[src/rtl/kle_pkg.sv]
package kle_pkg;

  // key codes
  localparam logic [7:0] KEY_BS        = 8'h08;
  localparam logic [7:0] KEY_LF        = 8'h0a;
  localparam logic [7:0] KEY_CR        = 8'h0d;
  localparam logic [7:0] KEY_ETX       = 8'h03;
  localparam logic [7:0] KEY_ESC_ASCII = 8'h1b;
  localparam logic [7:0] KEY_ESC       = 8'hb1;
  localparam logic [7:0] KEY_LEFT      = 8'hb4;
  localparam logic [7:0] KEY_RIGHT     = 8'hb7;
  localparam logic [7:0] KEY_HOME      = 8'hd2;
  localparam logic [7:0] KEY_DEL       = 8'hd4;
  localparam logic [7:0] KEY_END       = 8'hd5;
  localparam logic [7:0] KEY_SPACE     = 8'h20;
  localparam logic [7:0] KEY_TILDE     = 8'h7e;
  localparam logic [7:0] KEY_FN_FIRST  = 8'h81;
  localparam logic [7:0] KEY_FN_LAST   = 8'h89;
  localparam logic [7:0] KEY_FN_EXTRA  = 8'h90;

  // result event codes
  localparam logic [2:0] EV_IGNORED = 3'd0;
  localparam logic [2:0] EV_MOVED   = 3'd1;
  localparam logic [2:0] EV_EDITED  = 3'd2;
  localparam logic [2:0] EV_DONE    = 3'd3;
  localparam logic [2:0] EV_CANCEL  = 3'd4;
  localparam logic [2:0] EV_SPECIAL = 3'd5;

  // reset value of the length limit
  localparam logic [5:0] MAX_LENGTH_RESET = 6'd63;

  // what every character cell does in a cycle
  typedef enum logic [1:0] {
    OP_HOLD,
    OP_INSERT,
    OP_REMOVE,
    OP_SHIFT_OUT
  } cell_op_t;

  typedef struct packed {
    cell_op_t   op;
    logic [6:0] key;
  } cell_cmd_t;

  // controller states
  typedef enum logic [1:0] {
    ST_IDLE = 2'b01,
    ST_EMIT = 2'b10
  } state_t;

endpackage

[src/rtl/keystroke_line_editor.sv]
// channel | signals                                   | transfer when
// --------+-------------------------------------------+------------------------
// in      | in_valid, in_ready, in_key_code           | in_valid & in_ready
// out     | out_valid, out_ready, out_event_res,      | out_valid & out_ready
//         | out_line_char, out_has_char,              |
//         | out_special_key_code, out_cursor_pos,     |
//         | out_line_length, out_last_of_run          |
// cfg     | cfg_valid, cfg_ready, cfg_max_length      | cfg_valid & cfg_ready
//
// a key is decoded and the character row updated in the cycle of its transfer;
// its result sits in the output register from the next cycle on
// enter on a line of n characters shifts the row of cells towards cell 0 in the
// emit state, one character out per cycle while the output is not stalled
// a new key is taken only in the idle state with the output register free or
// being emptied; a stalled output holds the row and the controller
// rst_n clears cursor, length and the control state and sets the limit to 63; cells hold no reset
module keystroke_line_editor #(
  parameter int LINE_CAPACITY = 64
) (
  input  logic       clk,
  input  logic       rst_n,
  input  logic       in_valid,
  output logic       in_ready,
  input  logic [7:0] in_key_code,
  output logic       out_valid,
  input  logic       out_ready,
  output logic [2:0] out_event_res,
  output logic [6:0] out_line_char,
  output logic       out_has_char,
  output logic [7:0] out_special_key_code,
  output logic [5:0] out_cursor_pos,
  output logic [5:0] out_line_length,
  output logic       out_last_of_run,
  input  logic       cfg_valid,
  output logic       cfg_ready,
  input  logic [5:0] cfg_max_length
);

  localparam int CW    = $clog2(LINE_CAPACITY);
  localparam int LW    = (CW > 6) ? CW : 6;
  localparam int NCELL = LINE_CAPACITY - 1;

  kle_pkg::state_t    state_r, state_nxt;
  logic [CW-1:0]      cursor_r, cursor_nxt;
  logic [CW-1:0]      count_r, count_nxt;
  logic [CW-1:0]      remain_r, remain_nxt;
  logic [5:0]         max_length_r;
  logic [LW-1:0]      limit;

  logic               out_valid_r, out_valid_nxt;
  logic [2:0]         ev_r, ev_nxt;
  logic [6:0]         ch_r, ch_nxt;
  logic               has_r, has_nxt;
  logic [7:0]         spec_r, spec_nxt;
  logic [5:0]         cur_r, cur_nxt;
  logic [5:0]         len_r, len_nxt;
  logic               last_r, last_nxt;

  logic               out_free;
  logic               in_fire;
  logic               report_before;

  kle_pkg::cell_cmd_t cmd;
  logic [CW-1:0]      cmd_pos;
  logic [6:0]         cell_q [NCELL];

  // handshakes
  assign out_free  = !out_valid_r || out_ready;
  assign in_ready  = (state_r == kle_pkg::ST_IDLE) && out_free;
  assign in_fire   = in_valid && in_ready;
  assign cfg_ready = 1'b1;

  // limit in force: smaller of the register and the row length
  assign limit = (LW'(max_length_r) < LW'(NCELL)) ? LW'(max_length_r) : LW'(NCELL);

  // key decode, emit sequencing and result build
  always_comb begin
    state_nxt     = state_r;
    cursor_nxt    = cursor_r;
    count_nxt     = count_r;
    remain_nxt    = remain_r;
    out_valid_nxt = out_valid_r && !out_ready;
    ev_nxt        = ev_r;
    ch_nxt        = ch_r;
    has_nxt       = has_r;
    spec_nxt      = spec_r;
    cur_nxt       = cur_r;
    len_nxt       = len_r;
    last_nxt      = last_r;
    report_before = 1'b0;
    cmd.op        = kle_pkg::OP_HOLD;
    cmd.key       = in_key_code[6:0];
    cmd_pos       = cursor_r;

    if (in_fire) begin
      out_valid_nxt = 1'b1;
      ev_nxt        = kle_pkg::EV_IGNORED;
      ch_nxt        = 7'd0;
      has_nxt       = 1'b0;
      spec_nxt      = 8'd0;
      last_nxt      = 1'b1;
      case (in_key_code) inside
        kle_pkg::KEY_LF, kle_pkg::KEY_CR: begin
          if (count_r == '0) begin
            ev_nxt = kle_pkg::EV_DONE;
          end else begin
            // line goes out over the next cycles
            out_valid_nxt = 1'b0;
            remain_nxt    = count_r;
            state_nxt     = kle_pkg::ST_EMIT;
          end
        end
        kle_pkg::KEY_ESC, kle_pkg::KEY_ESC_ASCII, kle_pkg::KEY_ETX: begin
          ev_nxt        = kle_pkg::EV_CANCEL;
          report_before = 1'b1;
          cursor_nxt    = '0;
          count_nxt     = '0;
        end
        kle_pkg::KEY_LEFT: begin
          if (cursor_r != '0) begin
            cursor_nxt = cursor_r - CW'(1);
            ev_nxt     = kle_pkg::EV_MOVED;
          end
        end
        kle_pkg::KEY_RIGHT: begin
          if (cursor_r < count_r) begin
            cursor_nxt = cursor_r + CW'(1);
            ev_nxt     = kle_pkg::EV_MOVED;
          end
        end
        kle_pkg::KEY_HOME: begin
          if (count_r == '0) begin
            ev_nxt   = kle_pkg::EV_SPECIAL;
            spec_nxt = in_key_code;
          end else begin
            cursor_nxt = '0;
            ev_nxt     = kle_pkg::EV_MOVED;
          end
        end
        [kle_pkg::KEY_FN_FIRST:kle_pkg::KEY_FN_LAST], kle_pkg::KEY_FN_EXTRA: begin
          if (count_r == '0) begin
            ev_nxt   = kle_pkg::EV_SPECIAL;
            spec_nxt = in_key_code;
          end
        end
        kle_pkg::KEY_END: begin
          cursor_nxt = count_r;
          ev_nxt     = kle_pkg::EV_MOVED;
        end
        kle_pkg::KEY_BS: begin
          if (cursor_r != '0) begin
            cmd.op     = kle_pkg::OP_REMOVE;
            cmd_pos    = cursor_r - CW'(1);
            cursor_nxt = cursor_r - CW'(1);
            count_nxt  = count_r - CW'(1);
            ev_nxt     = kle_pkg::EV_EDITED;
          end
        end
        kle_pkg::KEY_DEL: begin
          if (cursor_r < count_r) begin
            cmd.op    = kle_pkg::OP_REMOVE;
            count_nxt = count_r - CW'(1);
            ev_nxt    = kle_pkg::EV_EDITED;
          end
        end
        [kle_pkg::KEY_SPACE:kle_pkg::KEY_TILDE]: begin
          if (LW'(count_r) < limit) begin
            cmd.op     = kle_pkg::OP_INSERT;
            cursor_nxt = cursor_r + CW'(1);
            count_nxt  = count_r + CW'(1);
            ev_nxt     = kle_pkg::EV_EDITED;
          end
        end
        default: begin
          ev_nxt = kle_pkg::EV_IGNORED;
        end
      endcase
      if (report_before) begin
        cur_nxt = 6'(cursor_r);
        len_nxt = 6'(count_r);
      end else begin
        cur_nxt = 6'(cursor_nxt);
        len_nxt = 6'(count_nxt);
      end
    end else if (state_r == kle_pkg::ST_EMIT && out_free) begin
      // one character of the finished line from cell 0
      out_valid_nxt = 1'b1;
      ev_nxt        = kle_pkg::EV_DONE;
      ch_nxt        = cell_q[0];
      has_nxt       = 1'b1;
      spec_nxt      = 8'd0;
      cur_nxt       = 6'(count_r);
      len_nxt       = 6'(count_r);
      last_nxt      = (remain_r == CW'(1));
      cmd.op        = kle_pkg::OP_SHIFT_OUT;
      remain_nxt    = remain_r - CW'(1);
      if (remain_r == CW'(1)) begin
        cursor_nxt = '0;
        count_nxt  = '0;
        state_nxt  = kle_pkg::ST_IDLE;
      end
    end
  end

  // control registers
  always_ff @(posedge clk) begin
    if (!rst_n) begin
      state_r      <= kle_pkg::ST_IDLE;
      cursor_r     <= '0;
      count_r      <= '0;
      remain_r     <= '0;
      out_valid_r  <= 1'b0;
      max_length_r <= kle_pkg::MAX_LENGTH_RESET;
    end else begin
      state_r     <= state_nxt;
      cursor_r    <= cursor_nxt;
      count_r     <= count_nxt;
      remain_r    <= remain_nxt;
      out_valid_r <= out_valid_nxt;
      if (cfg_valid && cfg_ready) begin
        max_length_r <= cfg_max_length;
      end
    end
  end

  // result payload
  always_ff @(posedge clk) begin
    ev_r   <= ev_nxt;
    ch_r   <= ch_nxt;
    has_r  <= has_nxt;
    spec_r <= spec_nxt;
    cur_r  <= cur_nxt;
    len_r  <= len_nxt;
    last_r <= last_nxt;
  end

  // row of character cells
  for (genvar i = 0; i < NCELL; i++) begin : g_cell
    logic [6:0] left_w;
    logic [6:0] right_w;
    if (i == 0) begin : g_first
      assign left_w = 7'd0;
    end else begin : g_mid_left
      assign left_w = cell_q[i-1];
    end
    if (i == NCELL - 1) begin : g_last
      assign right_w = 7'd0;
    end else begin : g_mid_right
      assign right_w = cell_q[i+1];
    end
    kle_cell #(
      .IDX   (i),
      .POS_W (CW)
    ) u_cell (
      .clk        (clk),
      .cmd        (cmd),
      .pos        (cmd_pos),
      .left_char  (left_w),
      .right_char (right_w),
      .char_q     (cell_q[i])
    );
  end

  assign out_valid            = out_valid_r;
  assign out_event_res        = ev_r;
  assign out_line_char        = ch_r;
  assign out_has_char         = has_r;
  assign out_special_key_code = spec_r;
  assign out_cursor_pos       = cur_r;
  assign out_line_length      = len_r;
  assign out_last_of_run      = last_r;

endmodule

[src/rtl/kle_cell.sv]
module kle_cell #(
  parameter int IDX   = 0,
  parameter int POS_W = 6
) (
  input  logic                clk,
  input  kle_pkg::cell_cmd_t  cmd,
  input  logic [POS_W-1:0]    pos,
  input  logic [6:0]          left_char,
  input  logic [6:0]          right_char,
  output logic [6:0]          char_q
);

  logic [6:0] char_r;
  logic [6:0] char_nxt;

  // next character from the neighbours or the new key
  always_comb begin
    char_nxt = char_r;
    case (cmd.op)
      kle_pkg::OP_INSERT: begin
        if (POS_W'(IDX) > pos) begin
          char_nxt = left_char;
        end else if (POS_W'(IDX) == pos) begin
          char_nxt = cmd.key;
        end
      end
      kle_pkg::OP_REMOVE: begin
        if (POS_W'(IDX) >= pos) begin
          char_nxt = right_char;
        end
      end
      kle_pkg::OP_SHIFT_OUT: begin
        char_nxt = right_char;
      end
      default: begin
        char_nxt = char_r;
      end
    endcase
  end

  // character storage, no reset
  always_ff @(posedge clk) begin
    char_r <= char_nxt;
  end

  assign char_q = char_r;

endmodule

[config.mk]
export PLATFORM = sky130hd
export DESIGN_NAME = keystroke_line_editor
export DESIGN_NICKNAME = d
export VERILOG_FILES = /design/src/rtl/kle_pkg.sv /design/src/rtl/keystroke_line_editor.sv /design/src/rtl/kle_cell.sv
export SDC_FILE = /design/constraint.sdc
export NUM_CORES = 1
export LEC_CHECK = 0
export ABC_AREA = 1
export BUFFER_PORTS_ARGS = -buffer_cell sky130_fd_sc_hd__buf_2
export CAP_MARGIN = 40
export CORE_UTILIZATION = 30
export DETAILED_ROUTE_END_ITERATION = 8
export MAX_ROUTING_LAYER = met4
export PLACE_DENSITY_LB_ADDON = 0.12
export SLEW_MARGIN = 20
export SYNTH_ARGS = -nofsm -noshare
export SYNTH_HDL_FRONTEND = slang
export SYNTH_SLANG_ARGS = --single-unit
[constraint.sdc]
create_clock -name clk -period 3.7 [get_ports clk]
set_clock_uncertainty 0.1 [all_clocks]
set_input_delay 0.74 -clock clk [delete_from_list [all_inputs] [get_ports clk]]
set_output_delay 0.74 -clock clk [all_outputs]
set_load 0.005 [all_outputs]
# After elaboration in Yosys (flattened, before gate mapping)

Cells that the tools add are included.

Register bits: 500
Output and inout port bits: 35
Logic and storage cells: 864

Add/subtract/negate cells: 5
Magnitude comparators: 133
Equality and inequality tests: 208
Mux-type cells: 358
Reductions and logical operators: 84

Operators by type and width:

| kind                                                              | number |
|---|---|
| 2-to-1 mux 7 bit                                                  | 189 |
| case mux 7 bit (3 select lines)                                   | 63 |
| 2-to-1 mux 6 bit                                                  | 50 |
| AND reduction 3 bit                                               | 64 |
| inequality test 3 x 1 -> 1 bit (second input constant)            | 63 |
| equality test 6 bit (first input constant)                        | 31 |
| greater-or-equal comparator 6 bit (first input constant)          | 31 |
| greater-than comparator 6 bit (first input constant)              | 31 |
| inequality test 2 x 1 -> 1 bit (second input constant)            | 64 |
| equality test 5 x 6 -> 1 bit (first input constant)               | 16 |
| greater-or-equal comparator 5 x 6 -> 1 bit (first input constant) | 16 |
| greater-than comparator 5 x 6 -> 1 bit (first input constant)     | 16 |
| 2-to-1 mux 8 bit                                                  | 9 |
| equality test 8 bit (second input constant)                       | 7 |
| 2-to-1 mux 2 bit                                                  | 25 |
| equality test 4 x 6 -> 1 bit (first input constant)               | 8 |
| greater-or-equal comparator 4 x 6 -> 1 bit (first input constant) | 8 |
| greater-than comparator 4 x 6 -> 1 bit (first input constant)     | 8 |
| 2-to-1 mux 3 bit                                                  | 11 |
| equality test 3 x 6 -> 1 bit (first input constant)               | 4 |
| equality test 8 x 4 -> 1 bit (second input constant)              | 3 |
| greater-or-equal comparator 3 x 6 -> 1 bit (first input constant) | 4 |
| greater-than comparator 3 x 6 -> 1 bit (first input constant)     | 4 |
| subtractor 6 x 1 -> 6 bit (second input constant)                 | 3 |
| other kinds (31)                                                  | 60 |

# Longest topological paths before layout

Word-level depth: 18
Gate-level depth with buffers: 20
Gate-level depth less buffers: 19

# Worst setup path after synthesis

Ideal clock, no wire load.

Path kind: input to register
Start point: input in_key_code[5]
End point: register g_cell[32].u_cell.char_r[0], enable pin
Setup time: 0.381 ns
Data arrival time: 2.981 ns
Required time: 3.219 ns
Path slack: 0.239 ns
Stages: 16
Path buffers: 3
Cell sequence: buf_6 inv_2 nand2_4 nor3_4 nand2_2 nor2_8 buf_6 nand2_1 o21ai_1 nand2_2 nand2_8 nand2_4 nor2_4 nand3_2 buf_2 o21ai_0

Word-level cells in the longest chain between the ends: 16

Ends and longest elaborated chain:

| item                                                                                                                   | line                         | source |
|---|---|---|
| start: declaration                                                                                                     | keystroke_line_editor.sv:24  | `input logic [7:0] in_key_code,` |
| greater-or-equal comparator 8 x 6 -> 1 bit (no source line) or less-or-equal comparator 8 x 7 -> 1 bit (tied branches) | n/a                          |  |
| logical AND 1 bit (no source line)                                                                                     | n/a                          |  |
| 2-to-1 mux 1 bit                                                                                                       | keystroke_line_editor.sv:102 | `case (in_key_code) inside` |
| 2-to-1 mux 2 bit (9 in series)                                                                                         | keystroke_line_editor.sv:102 |  |
| 2-to-1 mux 2 bit                                                                                                       | keystroke_line_editor.sv:95  | `if (in_fire) begin` |
| equality test 2 x 1 -> 1 bit or equality test 2 bit (tied branches)                                                    | kle_cell.sv:19               | `case (cmd.op)` |
| inequality test 3 x 1 -> 1 bit (no source line) (tied with other cells)                                                | n/a                          |  |
| AND reduction 3 bit (no source line) (*)                                                                               | n/a                          |  |
| end signal: assignment                                                                                                 | kle_cell.sv:43               | `char_r <= char_nxt;` |
| end: declaration                                                                                                       | kle_cell.sv:13               | `logic [6:0] char_r;` |

Mark *: on every way between the ends. The rest lies on a longest branch, timed or not.
A chain may end at the register's enable or synchronous reset.

# Worst setup path after layout

Start point: register count_r[2]
End point: register g_cell[2].u_cell.char_r[5] (data pin)

Word-level cells in the longest chain between the ends: 15

Ends and longest elaborated chain:

| item                                                                | line                         | source |
|---|---|---|
| start: declaration                                                  | keystroke_line_editor.sv:45  | `logic [CW-1:0] count_r, count_nxt;` |
| start signal: assignment                                            | keystroke_line_editor.sv:217 | `count_r <= count_nxt;` |
| less-than comparator 6 bit                                          | keystroke_line_editor.sv:167 | `if (LW'(count_r) < limit) begin` |
| 2-to-1 mux 1 bit                                                    | keystroke_line_editor.sv:167 |  |
| 2-to-1 mux 1 bit                                                    | keystroke_line_editor.sv:102 |  |
| 2-to-1 mux 2 bit (*) (9 in series)                                  | keystroke_line_editor.sv:102 |  |
| 2-to-1 mux 2 bit (*)                                                | keystroke_line_editor.sv:95  |  |
| equality test 2 bit or equality test 2 x 1 -> 1 bit (tied branches) | kle_cell.sv:19               |  |
| case mux 7 bit (3 select lines) (*)                                 | kle_cell.sv:19               |  |
| net g_cell[2].u_cell.char_nxt[5]                                    | kle_cell.sv:14               | `logic [6:0] char_nxt;` |
| end signal: assignment                                              | kle_cell.sv:43               |  |
| end: declaration                                                    | kle_cell.sv:13               |  |

Mark *: on every way through the listed nets, which the timed path passes. The rest lies on a longest branch.

==> metrics <==
status finished clean; worst hold margin about 200 ps; Clock Path Buffers 3; Cell Rows approximately 110; non-filler cells, final 4888; Setup Crit Path Kind register to register; pre-CTS WS -125 ps; Post-DP HPWL 67.4 mm; Slew @ Worst Pin 859 ps; CTS tree built; FF+latch count, synth 500; R2R Path Start count_r[2]$_SDFFE_PN0P_; Die Y 309 µm; Detail Route Antenna Nets 0; Peak VDD IR 366 µV; ys async rst share 0; Tot Pwr 15.1 mW; Die Area 95600 µm²; vias in the first global route 23647; CTS root buf clkbuf_16; Cells after Synth 3493; cts bufs inserted 61; largest net degree at the start of global routing 126; cell taking the most area after synthesis edfxtp_1; relative slew slack 0.427; Min Clock Period, post-route ~3500 ps; via count approximately 24000; part of the Yosys area used for sequential elements 0.518; Ys Warns 0; Reg2Reg Depth 15; Area Overhead vs Synth 16.3%; share of layout cells above drive strength 1 0.132; crit share post-route 0.958; Hold Crit Start cfg_max_length[5]; GRT Total Usage 0.212; CP max FO 125; IO Count 54; DRT Pass-1 Iters 5; Slew Limit Fails 0; Finished Cell Area 32900 µm²; initial antenna violation count 0; total negative slack 0 ps; clock slew at reported path FFs 70 ps; Hold-fix buffers, CTS 0; placed insts 4774; RD Place Congestion 0.920; Final nets 3620; Core Util, Final 0.353; commonest non-fill, non-tap cell in the layout nand2_1; hold endpoint max_length_r[5]$_SDFFE_PN1P_; EDFF count, synth 464; Mapped Area 28300 µm²; drt drc 0; final setup fails 0; dpl cell area 30900 µm²; reg-to-reg endpoint g_cell[2].u_cell.char_q[5]$_DFFE_PP_; first-pass GRT wire length 150 mm; Leakage 13.2 nW; Mapped Nets roughly 3500; worst skew pair latency 660 ps; commonest cells after routing, fill and taps aside nand2_1, edfxtp_1, o21ai_0; top cell type's share of synthesized area 0.492; synthesized area per cell 8.10 µm²; Hold Violations, Final 0; Initial Util 0.303; global route overflow 0; Required @ worst endpoint 4070 ps; WL/cell 20.2 µm; ys flop type edfxtp_1; max frequency 282 MHz; CP startpoint kind register; register-to-register path setup slack 150 ps; critical path arrival 3920 ps; worst hold path class input pin to register; PwrDens 457 nW/µm²; CTS sink cnt 500; antenna diode count 0; Min-Delay Path Depth 3; final worst slack 155 ps; Via density 5.00; Die X 309 µm; Port Buffers 52; MaxCap Viol Count 0; RSZ-0062 raised after global routing true; synth top area cells edfxtp_1, nand2_1, o21ai_0; Routed WL 98.9 mm; core area 93300 µm²; DRT iter0 DRCs 2012; H-Tree Depth 2; Netlist cell types 53; crit end category register
-- flip-flops by register name (all words and copies together) (netlist names) --
signal,flops
state_r,2
out_last_of_run,1
g_cell.u_cell.char_q,441
out_valid,1
max_length_r,6
out_line_length,6
out_cursor_pos,6
remain_r,6
out_event_res,3
cursor_r,6
out_line_char,7
count_r,6
out_has_char,1
out_special_key_code,8
-- synthesized netlist by cell type (2+ instances only) --
cell type	instances
buf_6	11
xor2_1	6
nand4_1	10
nor2_1	251
o21bai_1	2
o22ai_1	24
o21ai_2	15
clkinv_1	2
nor3_2	2
dfxtp_1	36
conb_1	2
o211ai_1	15
a22oi_1	3
nand2_2	22
o21a_1	2
xnor2_1	3
nand2_4	10
inv_4	4
nor3_1	19
nor2_4	9
ha_1	16
a31oi_1	50
clkbuf_1	108
inv_1	199
buf_4	7
o21ai_0	380
nand2_1	1074
inv_2	24
edfxtp_1	464
nor2_8	2
buf_1	40
nand3_2	5
a21oi_1	237
nor2_2	12
buf_2	70
nand3_1	215
o21ai_1	126
-- worst max-delay path by stage --
stage	startpoint	endpoint	slack [ps]
2_1_floorplan	in_key_code[5]	g_cell[32].u_cell.char_q[0]$_DFFE_PP_	240
3_3_place_gp	in_key_code[3]	g_cell[62].u_cell.char_q[3]$_SDFFCE_PP0P_	-100
3_5_place_dp	in_key_code[3]	g_cell[62].u_cell.char_q[3]$_SDFFCE_PP0P_	-120
4_1_cts	count_r[3]$_SDFFE_PN0P_	g_cell[62].u_cell.char_q[3]$_SDFFCE_PP0P_	140
5_1_grt	cursor_r[1]$_SDFFE_PN0P_	g_cell[9].u_cell.char_q[4]$_DFFE_PP_	-30
6_report	count_r[2]$_SDFFE_PN0P_	g_cell[2].u_cell.char_q[5]$_DFFE_PP_	150
-- critical path, cell delays in order (launching register included) --
cell	delay (ps)
dfxtp_1	520
inv_1	100
ha_1	290
nand4_1	90
o21bai_1	160
nand2_1	160
nor3_2	80
inv_2	60
nand2_1	70
nand2_1	160
buf_4	170
nand2_8	140
inv_8	290
buf_16	420
o21ai_0	230
o21ai_1	170
-- logic make-up (layout without fill, tap and decap cells) --
logic type,after synthesis,count (layout),share of synthesized area
and+or+nand+nor,1635,1635,0.240
AOI/OAI and AO/OA,864,864,0.162
buffers and inverters,467,608,0.0697
adders and majority gates,16,16,0.00707
DFF,500,500,0.518
other,2,2,0.000265
xor gates and xnor gates,9,9,0.00278
-- power by group --
part           leakage (nW)  switching [mW]  total [mW]  internal (mW)
logic                  7.69            1.46        2.14          0.679
clock network         0.969            2.56        6.14           3.58
registers              4.57           0.161        6.77           6.61
-- per-layer routing --
metal,vias up,part of all wire,track usage
met5,-,0,-
met4,0,0.021,0.0505
met3,117,0.048,0.0238
met2,579,0.46,0.330
met1,11709,0.47,0.292
li1,12026,-,-
-- cell type report --
cell class / instances / area, µm²
inverters: 230 / 882
clock buffers: 70 / 1570
fillers: 9827 / 60400
flip-flops and latches: 500 / 14700
clock inverters: 42 / 418
well taps: 1254 / 1570
repair buffers: 266 / 2120
multi-input cells: 2526 / 11700
-- repair_timing --
item	in CTS	in global routing
gates resized for setup	0	3
buffers inserted	0	1
endpoints found under the setup margin	0	32
(Power assumes the default switching activity.)
